<file path="src/hw/rtl/gms_pkg.sv">
// Shared constants and types for the Gaussian Metropolis sampler.
// No dependencies; compiled first.
`default_nettype none

package gms_pkg;

  localparam int unsigned RANDOM_BITS_DEFAULT = 16;
  localparam int unsigned FRAC_BITS           = 16;

  localparam int unsigned SAMPLE_W   = 32;
  localparam int unsigned SPREAD_W   = 31;
  localparam int unsigned CFG_IDX_W  = 4;
  localparam int unsigned CFG_DATA_W = 32;

  localparam logic [SPREAD_W-1:0] SPREAD_RESET = SPREAD_W'(1) << FRAC_BITS;

  // exp(-1) in unsigned Q0.32 and 1.0 in unsigned Q1.32
  localparam logic [31:0] EXP_M1_Q32 = 32'd1580030169;
  localparam logic [32:0] ONE_Q32    = 33'h1_0000_0000;

  localparam int unsigned TAYLOR_TERMS = 16;

  typedef enum logic [CFG_IDX_W-1:0] {
    REG_TARGET_MEAN   = CFG_IDX_W'(0),
    REG_TARGET_SPREAD = CFG_IDX_W'(1)
  } cfg_reg_e;

endpackage

`default_nettype wire

</file>
<file path="src/hw/rtl/gms_if.sv">
// Valid/ready channel interfaces: input items, result items, config writes.
// Depends on gms_pkg.
`default_nettype none

interface gms_in_if #(
  parameter int unsigned RANDOM_BITS = gms_pkg::RANDOM_BITS_DEFAULT
) ();
  logic                   valid;
  logic                   ready;
  logic                   restart;
  logic [RANDOM_BITS-1:0] step_random;
  logic [RANDOM_BITS-1:0] accept_random;

  modport source (output valid, restart, step_random, accept_random, input ready);
  modport sink   (input valid, restart, step_random, accept_random, output ready);
endinterface

interface gms_out_if ();
  import gms_pkg::*;
  logic                valid;
  logic                ready;
  logic [SAMPLE_W-1:0] sample;
  logic                accepted;

  modport source (output valid, sample, accepted, input ready);
  modport sink   (input valid, sample, accepted, output ready);
endinterface

interface gms_cfg_if ();
  import gms_pkg::*;
  logic                  valid;
  logic                  ready;
  logic [CFG_IDX_W-1:0]  index;
  logic [CFG_DATA_W-1:0] data;

  modport source (output valid, index, data, input ready);
  modport sink   (input valid, index, data, output ready);
endinterface

`default_nettype wire

</file>
<file path="src/hw/rtl/gaussian_metropolis_sampler.sv">
// Random-walk Metropolis sampler for a Gaussian target, signed Q16.16 samples.
// Depends on gms_pkg and the channel interfaces in gms_if.
//
// One item is worked on at a time and in_i.ready is high only between items. A restart
// transaction goes straight to S_DONE. A proposal that does not lower the target density
// goes straight from the density check to the accept test. If the integer part k of the
// scaled square difference is 32 or more, the ratio is zero straight after the division.
// Any other proposal (k 0..31) goes through restoring division for the exponent, 16 Taylor
// terms, each one multiply and a byte-wise division by the term number, and k multiplies
// by exp(-1). All products go through one shared 33x32 multiplier. The result sits in an
// output register; while the sink stalls, the sampler waits in S_DONE and takes no new
// item until that register is free. Config writes are always taken.
`default_nettype none

module gaussian_metropolis_sampler #(
  parameter int unsigned RANDOM_BITS = gms_pkg::RANDOM_BITS_DEFAULT
) (
  input  wire        clk_i,
  input  wire        rst_ni,
  gms_in_if.sink     in_i,
  gms_out_if.source  out_o,
  gms_cfg_if.sink    cfg_i
);
  import gms_pkg::*;

  localparam logic [3:0] S_IDLE  = 4'd0;
  localparam logic [3:0] S_PROP  = 4'd1;
  localparam logic [3:0] S_CAND  = 4'd2;
  localparam logic [3:0] S_SQA   = 4'd3;
  localparam logic [3:0] S_SQB   = 4'd4;
  localparam logic [3:0] S_DEN   = 4'd5;
  localparam logic [3:0] S_DLOAD = 4'd6;
  localparam logic [3:0] S_DIV   = 4'd7;
  localparam logic [3:0] S_TMUL  = 4'd8;
  localparam logic [3:0] S_TDIV  = 4'd9;
  localparam logic [3:0] S_EXPK  = 4'd10;
  localparam logic [3:0] S_EXPM  = 4'd11;
  localparam logic [3:0] S_TEST  = 4'd12;
  localparam logic [3:0] S_DONE  = 4'd13;

  localparam int unsigned INT_STEPS = 6;
  localparam int unsigned DIV_STEPS = INT_STEPS + 32;
  localparam int unsigned DCNT_W    = $clog2(DIV_STEPS);

  localparam logic [RANDOM_BITS-1:0] RND_HALF = {1'b1, {(RANDOM_BITS-1){1'b0}}};

  logic [3:0]             state_q, state_d;
  logic [SAMPLE_W-1:0]    mean_q, cur_q;
  logic [SPREAD_W-1:0]    spread_q;
  logic [RANDOM_BITS-1:0] r1_q, r2_q;
  logic [63:0]            prod_q, asq_q, rem_q;
  logic [31:0]            aa_q, bb_q, cand_q;
  logic [68:0]            dvs_q;
  logic [DCNT_W-1:0]      dcnt_q;
  logic [37:0]            kf_q;
  logic [32:0]            term_q, r_q;
  logic signed [34:0]     sum_q;
  logic [4:0]             n_q, kcnt_q;
  logic [1:0]             tdc_q;
  logic [4:0]             tdr_q;
  logic [31:0]            tdq_q, tdd_q;
  logic [SAMPLE_W-1:0]    res_sample_q, out_sample_q;
  logic                   res_acc_q, out_acc_q, out_valid_q;

  logic                   in_acc, cfg_acc, out_free;
  logic [SPREAD_W-1:0]    sig_eff;
  logic [RANDOM_BITS-1:0] d_mag;
  logic                   d_neg, low_nz;
  logic [32:0]            dx_mag, dx, cand_sum;
  logic [31:0]            cand_sat, aa_c, bb_c;
  logic [32:0]            diff_a, diff_b;
  logic [32:0]            mul_a;
  logic [31:0]            mul_b;
  logic [64:0]            mul_p;
  logic                   div_frac, div_ge;
  logic [63:0]            div_lhs;
  logic [68:0]            div_diff;
  logic [37:0]            kf_next;
  logic [31:0]            td_dvd;
  logic [4:0]             td_rin;
  logic [12:0]            td_res;
  logic [31:0]            td_quo;
  logic [31:0]            thr;
  logic                   take;

  // Eight steps of restoring division of a byte by a divisor of at most 16.
  function automatic logic [12:0] div_byte(logic [4:0] rin, logic [7:0] bits,
                                           logic [4:0] dvs);
    logic [4:0] r;
    logic [5:0] t;
    logic [7:0] q;
    r = rin;
    q = '0;
    for (int i = 7; i >= 0; i--) begin
      t = {r, bits[i]};
      if (t >= {1'b0, dvs}) begin
        r    = 5'(t - {1'b0, dvs});
        q[i] = 1'b1;
      end else begin
        r = t[4:0];
      end
    end
    return {r, q};
  endfunction

  assign in_acc   = in_i.valid && in_i.ready;
  assign cfg_acc  = cfg_i.valid && cfg_i.ready;
  assign out_free = !out_valid_q || out_o.ready;

  assign in_i.ready     = (state_q == S_IDLE);
  assign cfg_i.ready    = 1'b1;
  assign out_o.valid    = out_valid_q;
  assign out_o.sample   = out_sample_q;
  assign out_o.accepted = out_acc_q;

  assign sig_eff = (spread_q == '0) ? SPREAD_W'(1) : spread_q;

  // Proposal offset: floor((r1 - half) * sigma / 2^RANDOM_BITS)
  assign d_neg  = !r1_q[RANDOM_BITS-1];
  assign d_mag  = d_neg ? (RND_HALF - r1_q) : (r1_q - RND_HALF);
  assign low_nz = |(prod_q & ((64'd1 << RANDOM_BITS) - 64'd1));
  assign dx_mag = 33'(prod_q >> RANDOM_BITS) + 33'(d_neg && low_nz);
  assign dx     = d_neg ? (33'd0 - dx_mag) : dx_mag;

  assign cand_sum = {cur_q[31], cur_q} + dx;
  always_comb begin
    if (cand_sum[32] != cand_sum[31]) begin
      cand_sat = cand_sum[32] ? 32'h8000_0000 : 32'h7fff_ffff;
    end else begin
      cand_sat = cand_sum[31:0];
    end
  end

  assign diff_a = {cur_q[31], cur_q} - {mean_q[31], mean_q};
  assign diff_b = {cand_q[31], cand_q} - {mean_q[31], mean_q};
  assign aa_c   = diff_a[32] ? 32'(33'd0 - diff_a) : diff_a[31:0];
  assign bb_c   = diff_b[32] ? 32'(33'd0 - diff_b) : diff_b[31:0];

  // Shared multiplier
  always_comb begin
    mul_a = '0;
    mul_b = '0;
    case (state_q)
      S_PROP: begin
        mul_a = 33'(d_mag);
        mul_b = 32'(sig_eff);
      end
      S_CAND: begin
        mul_a = 33'(aa_q);
        mul_b = aa_q;
      end
      S_SQB: begin
        mul_a = 33'(bb_q);
        mul_b = bb_q;
      end
      S_DEN: begin
        mul_a = 33'(sig_eff);
        mul_b = 32'(sig_eff);
      end
      S_TMUL: begin
        mul_a = term_q;
        mul_b = kf_q[31:0];
      end
      S_EXPM: begin
        mul_a = r_q;
        mul_b = EXP_M1_Q32;
      end
      default: begin
        mul_a = '0;
        mul_b = '0;
      end
    endcase
  end
  assign mul_p = 65'(mul_a) * 65'(mul_b);

  // Exponent divider: integer bits against a right-shifting divisor, then fraction bits
  assign div_frac = (dcnt_q >= DCNT_W'(INT_STEPS));
  assign div_lhs  = div_frac ? {rem_q[62:0], 1'b0} : rem_q;
  assign div_diff = {5'd0, div_lhs} - dvs_q;
  assign div_ge   = ({5'd0, div_lhs} >= dvs_q);
  assign kf_next  = {kf_q[36:0], div_ge};

  // Taylor term divider, one byte per cycle
  assign td_dvd = (tdc_q == 2'd0) ? prod_q[63:32] : tdd_q;
  assign td_rin = (tdc_q == 2'd0) ? 5'd0 : tdr_q;
  assign td_res = div_byte(td_rin, td_dvd[31:24], n_q);
  assign td_quo = {tdq_q[23:0], td_res[7:0]};

  assign thr  = 32'(r2_q) << (32 - RANDOM_BITS);
  assign take = ({1'b0, thr} <= r_q);

  always_comb begin
    state_d = state_q;
    case (state_q)
      S_IDLE: begin
        if (in_acc) begin
          state_d = in_i.restart ? S_DONE : S_PROP;
        end
      end
      S_PROP:  state_d = S_CAND;
      S_CAND:  state_d = S_SQA;
      S_SQA:   state_d = S_SQB;
      S_SQB:   state_d = S_DEN;
      S_DEN:   state_d = (prod_q <= asq_q) ? S_TEST : S_DLOAD;
      S_DLOAD: state_d = S_DIV;
      S_DIV: begin
        if (dcnt_q == DCNT_W'(DIV_STEPS - 1)) begin
          state_d = kf_next[37] ? S_TEST : S_TMUL;
        end
      end
      S_TMUL:  state_d = S_TDIV;
      S_TDIV: begin
        if (tdc_q == 2'd3) begin
          state_d = (n_q == 5'(TAYLOR_TERMS)) ? S_EXPK : S_TMUL;
        end
      end
      S_EXPK:  state_d = (kf_q[36:32] == 5'd0) ? S_TEST : S_EXPM;
      S_EXPM:  state_d = (kcnt_q == 5'd1) ? S_TEST : S_EXPM;
      S_TEST:  state_d = S_DONE;
      S_DONE:  state_d = out_free ? S_IDLE : S_DONE;
      default: state_d = S_IDLE;
    endcase
  end

  always_ff @(posedge clk_i or negedge rst_ni) begin
    if (!rst_ni) begin
      state_q     <= S_IDLE;
      mean_q      <= '0;
      spread_q    <= SPREAD_RESET;
      cur_q       <= '0;
      out_valid_q <= 1'b0;
      dcnt_q      <= '0;
      tdc_q       <= '0;
      n_q         <= 5'd1;
      kcnt_q      <= '0;
    end else begin
      state_q <= state_d;

      if (cfg_acc) begin
        case (cfg_i.index)
          REG_TARGET_MEAN:   mean_q   <= cfg_i.data;
          REG_TARGET_SPREAD: spread_q <= cfg_i.data[SPREAD_W-1:0];
          default: ;
        endcase
      end

      if (state_q == S_DONE && out_free) begin
        cur_q       <= res_sample_q;
        out_valid_q <= 1'b1;
      end else if (out_o.ready) begin
        out_valid_q <= 1'b0;
      end

      case (state_q)
        S_DLOAD: dcnt_q <= '0;
        S_DIV: begin
          dcnt_q <= dcnt_q + DCNT_W'(1);
          n_q    <= 5'd1;
          tdc_q  <= '0;
        end
        S_TDIV: begin
          tdc_q <= tdc_q + 2'd1;
          if (tdc_q == 2'd3) begin
            n_q <= n_q + 5'd1;
          end
        end
        S_EXPK:  kcnt_q <= kf_q[36:32];
        S_EXPM:  kcnt_q <= kcnt_q - 5'd1;
        default: ;
      endcase
    end
  end

  always_ff @(posedge clk_i) begin
    prod_q <= mul_p[63:0];

    if (state_q == S_DONE && out_free) begin
      out_sample_q <= res_sample_q;
      out_acc_q    <= res_acc_q;
    end

    case (state_q)
      S_IDLE: begin
        if (in_acc) begin
          r1_q         <= in_i.step_random;
          r2_q         <= in_i.accept_random;
          res_sample_q <= mean_q;
          res_acc_q    <= 1'b1;
        end
      end
      S_PROP: aa_q <= aa_c;
      S_CAND: cand_q <= cand_sat;
      S_SQA: begin
        asq_q <= prod_q;
        bb_q  <= bb_c;
      end
      S_DEN: begin
        if (prod_q <= asq_q) begin
          r_q <= ONE_Q32;
        end else begin
          rem_q <= prod_q - asq_q;
        end
      end
      S_DLOAD: begin
        dvs_q <= {prod_q[62:0], 6'd0};
        kf_q  <= '0;
      end
      S_DIV: begin
        rem_q <= div_ge ? div_diff[63:0] : div_lhs;
        kf_q  <= kf_next;
        if (dcnt_q < DCNT_W'(INT_STEPS - 1)) begin
          dvs_q <= dvs_q >> 1;
        end
        term_q <= ONE_Q32;
        sum_q  <= $signed({2'b00, ONE_Q32});
        if (dcnt_q == DCNT_W'(DIV_STEPS - 1) && kf_next[37]) begin
          r_q <= '0;
        end
      end
      S_TDIV: begin
        tdd_q <= {td_dvd[23:0], 8'd0};
        tdr_q <= td_res[12:8];
        tdq_q <= td_quo;
        if (tdc_q == 2'd3) begin
          term_q <= {1'b0, td_quo};
          if (n_q[0]) begin
            sum_q <= sum_q - $signed({3'b000, td_quo});
          end else begin
            sum_q <= sum_q + $signed({3'b000, td_quo});
          end
        end
      end
      S_EXPK: r_q <= sum_q[34] ? 33'd0 : sum_q[32:0];
      S_EXPM: r_q <= mul_p[64:32];
      S_TEST: begin
        res_sample_q <= take ? cand_q : cur_q;
        res_acc_q    <= take;
      end
      default: ;
    endcase
  end

endmodule

`default_nettype wire

</file>
<file path="src/flat_wrapper.sv">
// flat-port wrapper written by rule: the top's interface ports become plain ports
module gaussian_metropolis_sampler_flat import gms_pkg::*;
#(
  parameter int unsigned RANDOM_BITS = gms_pkg::RANDOM_BITS_DEFAULT
)
  (clk_i, rst_ni, in_i_valid, in_i_restart, in_i_step_random, in_i_accept_random, in_i_ready, out_o_valid, out_o_sample, out_o_accepted, out_o_ready, cfg_i_valid, cfg_i_index, cfg_i_data, cfg_i_ready);
  gms_in_if #(.RANDOM_BITS(RANDOM_BITS)) in_i_i ();
  gms_out_if out_o_i ();
  gms_cfg_if cfg_i_i ();
  input  wire clk_i;
  input  wire rst_ni;
  input wire logic [$bits(in_i_i.valid)-1:0] in_i_valid;
  input wire logic [$bits(in_i_i.restart)-1:0] in_i_restart;
  input wire logic [$bits(in_i_i.step_random)-1:0] in_i_step_random;
  input wire logic [$bits(in_i_i.accept_random)-1:0] in_i_accept_random;
  output wire logic [$bits(in_i_i.ready)-1:0] in_i_ready;
  output wire logic [$bits(out_o_i.valid)-1:0] out_o_valid;
  output wire logic [$bits(out_o_i.sample)-1:0] out_o_sample;
  output wire logic [$bits(out_o_i.accepted)-1:0] out_o_accepted;
  input wire logic [$bits(out_o_i.ready)-1:0] out_o_ready;
  input wire logic [$bits(cfg_i_i.valid)-1:0] cfg_i_valid;
  input wire logic [$bits(cfg_i_i.index)-1:0] cfg_i_index;
  input wire logic [$bits(cfg_i_i.data)-1:0] cfg_i_data;
  output wire logic [$bits(cfg_i_i.ready)-1:0] cfg_i_ready;
  assign in_i_i.valid = in_i_valid;
  assign in_i_i.restart = in_i_restart;
  assign in_i_i.step_random = in_i_step_random;
  assign in_i_i.accept_random = in_i_accept_random;
  assign in_i_ready = in_i_i.ready;
  assign out_o_valid = out_o_i.valid;
  assign out_o_sample = out_o_i.sample;
  assign out_o_accepted = out_o_i.accepted;
  assign out_o_i.ready = out_o_ready;
  assign cfg_i_i.valid = cfg_i_valid;
  assign cfg_i_i.index = cfg_i_index;
  assign cfg_i_i.data = cfg_i_data;
  assign cfg_i_ready = cfg_i_i.ready;
  gaussian_metropolis_sampler #(.RANDOM_BITS(RANDOM_BITS)) u_core (.clk_i(clk_i), .rst_ni(rst_ni), .in_i(in_i_i), .out_o(out_o_i), .cfg_i(cfg_i_i));
endmodule
</file>
<file path="config.mk">
export PLATFORM = sky130hd
export DESIGN_NAME = gaussian_metropolis_sampler_flat
export DESIGN_NICKNAME = d
export VERILOG_FILES = /design/src/hw/rtl/gms_pkg.sv /design/src/hw/rtl/gms_if.sv /design/src/hw/rtl/gaussian_metropolis_sampler.sv /design/src/flat_wrapper.sv
export SDC_FILE = /design/constraint.sdc
export NUM_CORES = 2
export LEC_CHECK = 0
export ABC_AREA = 1
export CELL_PAD_IN_SITES_DETAIL_PLACEMENT = 0
export CELL_PAD_IN_SITES_GLOBAL_PLACEMENT = 1
export CORE_UTILIZATION = 43
export CTS_CLUSTER_SIZE = 24
export DETAILED_ROUTE_END_ITERATION = 8
export DONT_BUFFER_PORTS = 1
export PLACE_DENSITY = 0.81
export SETUP_SLACK_MARGIN = 0.2
export SLEW_MARGIN = 20
export SYNTH_ARGS = -nofsm -noshare
export SYNTH_HDL_FRONTEND = slang
export SYNTH_SLANG_ARGS = --single-unit
</file>
<file path="constraint.sdc">
create_clock -name clk_i -period 16.7 [get_ports clk_i]
set_input_delay 3.34 -clock clk_i [delete_from_list [all_inputs] [get_ports clk_i]]
set_output_delay 3.34 -clock clk_i [all_outputs]
set_load 0.01 [all_outputs]
</file>
==> flow_summary.json <==
{
  "grt_max_degree": 194,
  "final_cell_mix": "2323 x nand2_1, 2214 x inv_1, 940 x fa_1",
  "grt_pass1_wl_um": 451000,
  "final_cell_area_um2": 92300,
  "placed_cells": 13000,
  "wl_per_cell_um": 22.8,
  "ys_warn_count": 0,
  "worst-setup-path-type": "reg2reg",
  "synth-seq-area-share_pct": 25.6,
  "io_buffers": 0,
  "hold_depth": 0,
  "cp_max_fo": 7,
  "core_um2": 196000,
  "cts_tree": "yes",
  "cp_data_required_time_ns": 17.19,
  "tns_ns": 0,
  "clock.fmax_mhz": 65.8,
  "dieHeight_um": 446,
  "drt.antenna.violating_nets": 0,
  "cts.sinks": 764,
  "grt_overflow_total": 0,
  "rrSetupSlack_ns": 1.49,
  "reg2reg_depth": 96,
  "min_to": "u_core.out_o.accepted",
  "r2r_start": "u_core.tdc_q[1]",
  "ys_ff_latch": 764,
  "finalCritPeriodShare_pct": 91.1,
  "critPathMaxStageDelay_ns": 0.44,
  "syn_to_final_growth_pct": 8.79,
  "final_max_slew_viol_count": 0,
  "fin_crit_ns": 15.21,
  "synth_edf_count": 582,
  "clock_path_buffers": 3,
  "finalHoldViolations": 0,
  "die-area_um2": 199000,
  "critPathCaptureType": "flip-flop",
  "synth_ff_type": "edfxtp_1",
  "tightest_slew_ns": 1.15,
  "fin_cells": 13200,
  "syn_avg_cell_area_um2": 8.11,
  "avgViaCountPerCell": 5.44,
  "crit_top_cell": "nand2_1",
  "slowest_stage": "fa_1",
  "ioPinCount": 110,
  "cts_made_buffers": 87,
  "grt_pass1_vias": 71100,
  "gp_congestion": 0.981,
  "vias": 71900,
  "antenna_found_initial": 21,
  "htree_levels": 3,
  "finalNetCount": 12100,
  "dpl_cell_area_um2": 89000,
  "synthCells": 10500,
  "path_clk_slew_ns": 0.06,
  "syn-num-nets": 12100,
  "drv_cap": 0,
  "worstHoldStart": "u_core.res_acc_q",
  "dr.pass1.iters": 9,
  "wl_um": 301000,
  "fin_worst_skew_ns": 0.0570,
  "crit_arrival_ns": 15.70,
  "postLayoutCoreUtil_pct": 47.2,
  "final_common_cell": "nand2_1",
  "grt_usage_pct": 30.3,
  "drc": 0,
  "syn_area_um2": 84900,
  "dp_hpwl_um": 237000,
  "rsz0062_at_grt": "yes",
  "initial_core_util_pct": 43.4,
  "r2r_end": "u_core.sum_q[33]",
  "die_w_um": 446,
  "insertion_delay_ns": 0.75,
  "drt_iter0_markers": 6771,
  "setup-violations-final": 0,
  "cp-start-kind": "flip-flop",
  "layout-drive-gt1-share_pct": 5.21,
  "cts_root_buffer": "clkbuf_16",
  "slew_headroom_pct": 22.3,
  "row_count": 162,
  "status": "finished clean",
  "async_reset_ff_share_pct": 15.4,
  "ys_types": 71,
  "worstHoldPathType": "reg2reg"
}
-- metrics by stage --
| stage | setup slack (ns) | hold WS [ns] |
|---|---|---|
| floorplan | 2.05 | 0.400 |
| global placement | 0.450 | 0.405 |
| detailed placement | 0.668 | 0.421 |
| CTS | 0.565 | 0.436 |
| global route | 0.163 | 0.445 |
| finish | 1.49 | 0.430 |
-- final cells by class --
cell class / count / area (µm²)
fillers: 19100 / 103000
multi-input cells: 7118 / 53700
flip-flops and latches: 764 / 21700
inverters: 2233 / 8390
well taps: 2624 / 3280
clock buffers: 102 / 2300
repair buffers: 279 / 2140
clock inverters: 59 / 798
diodes: 19 / 47.5
-- cells in the mapped netlist, types with 116 or more instances --
cell | number | share of area (%)
nor2_1 | 736 | 3.3
clkbuf_1 | 309 | 1.4
edfxtp_1 | 582 | 21
nand2_1 | 2328 | 10
fa_1 | 940 | 22
ha_1 | 593 | 8.7
inv_1 | 2220 | 9.8
o21ai_0 | 585 | 3.4
dfrtp_1 | 116 | 3.4
xor2_1 | 271 | 2.8
a21oi_1 | 521 | 3.1
nand3_1 | 260 | 1.5
xnor2_1 | 144 | 1.5
-- layer usage --
metal  global-route usage (%)  wire (µm)  up-vias
met5                        0         13        -
met4                     12.2      13900        2
met3                     4.71      23400      562
met2                     47.8     136000     2949
met1                     41.5     128000    35500
li1                         -          -    32800
-- sequential cells by signal, indices dropped and copies added, names as in the netlist, 16 cells and up --
name and count:
u_core.term_q 33, u_core.r_q 33, u_core.sum_q 35, u_core.bb_q 32
u_core.spread_q 31, u_core.r1_q 16, u_core.rem_q 64, u_core.cur_q 32
u_core.kf_q 37, u_core.out_o.sample 32, u_core.tdd_q 24, u_core.aa_q 32
u_core.prod_q 64, u_core.asq_q 64, u_core.res_sample_q 32, u_core.cand_q 32
u_core.mean_q 32, u_core.dvs_q 69, u_core.tdq_q 24, u_core.r2_q 16
-- worst max-delay path: cells and delay by family, from the launching register on --
kind | cells | cell delay (ns)
AND/OR/NAND/NOR | 34 | 3.26
multiplexers | 1 | 0.28
flip-flops | 1 | 0.41
AO/OA/AOI/OAI | 27 | 4.83
buffers and inverters | 21 | 2.16
adder cells (fa/ha/maj) | 12 | 3.84
XOR/XNOR | 1 | 0.18
-- how the worst max path moves through the flow --
stage,end,from,cells after the start
2_1_floorplan,u_core.sum_q[33],u_core.tdc_q[0],98
3_3_place_gp,u_core.sum_q[33],u_core.tdc_q[0],97
3_5_place_dp,u_core.sum_q[33],u_core.tdc_q[0],97
4_1_cts,u_core.sum_q[33],u_core.tdc_q[0],97
5_1_grt,u_core.sum_q[33],u_core.tdc_q[0],103
6_report,u_core.sum_q[33],u_core.tdc_q[1],96
-- what timing repair did --
item / CTS / global route
endpoints found under the setup margin: 0 / 15
hold buffers: 0 / 0
resized for setup: 0 / 28
setup buffers: 0 / 5
-- cell families after synthesis --
| family | synth area share (%) |
|---|---|
| flops | 25.6 |
| buf+inv | 11.5 |
| simple gates | 17.5 |
| xor+xnor | 4.28 |
| mux | 0.0486 |
| other cells | 0.00442 |
| compound gates | 10.1 |
| fa+ha+maj | 30.9 |
Power is not shown: default switching activity piles up to over one toggle a cycle in this logic, so the estimate is an artifact.
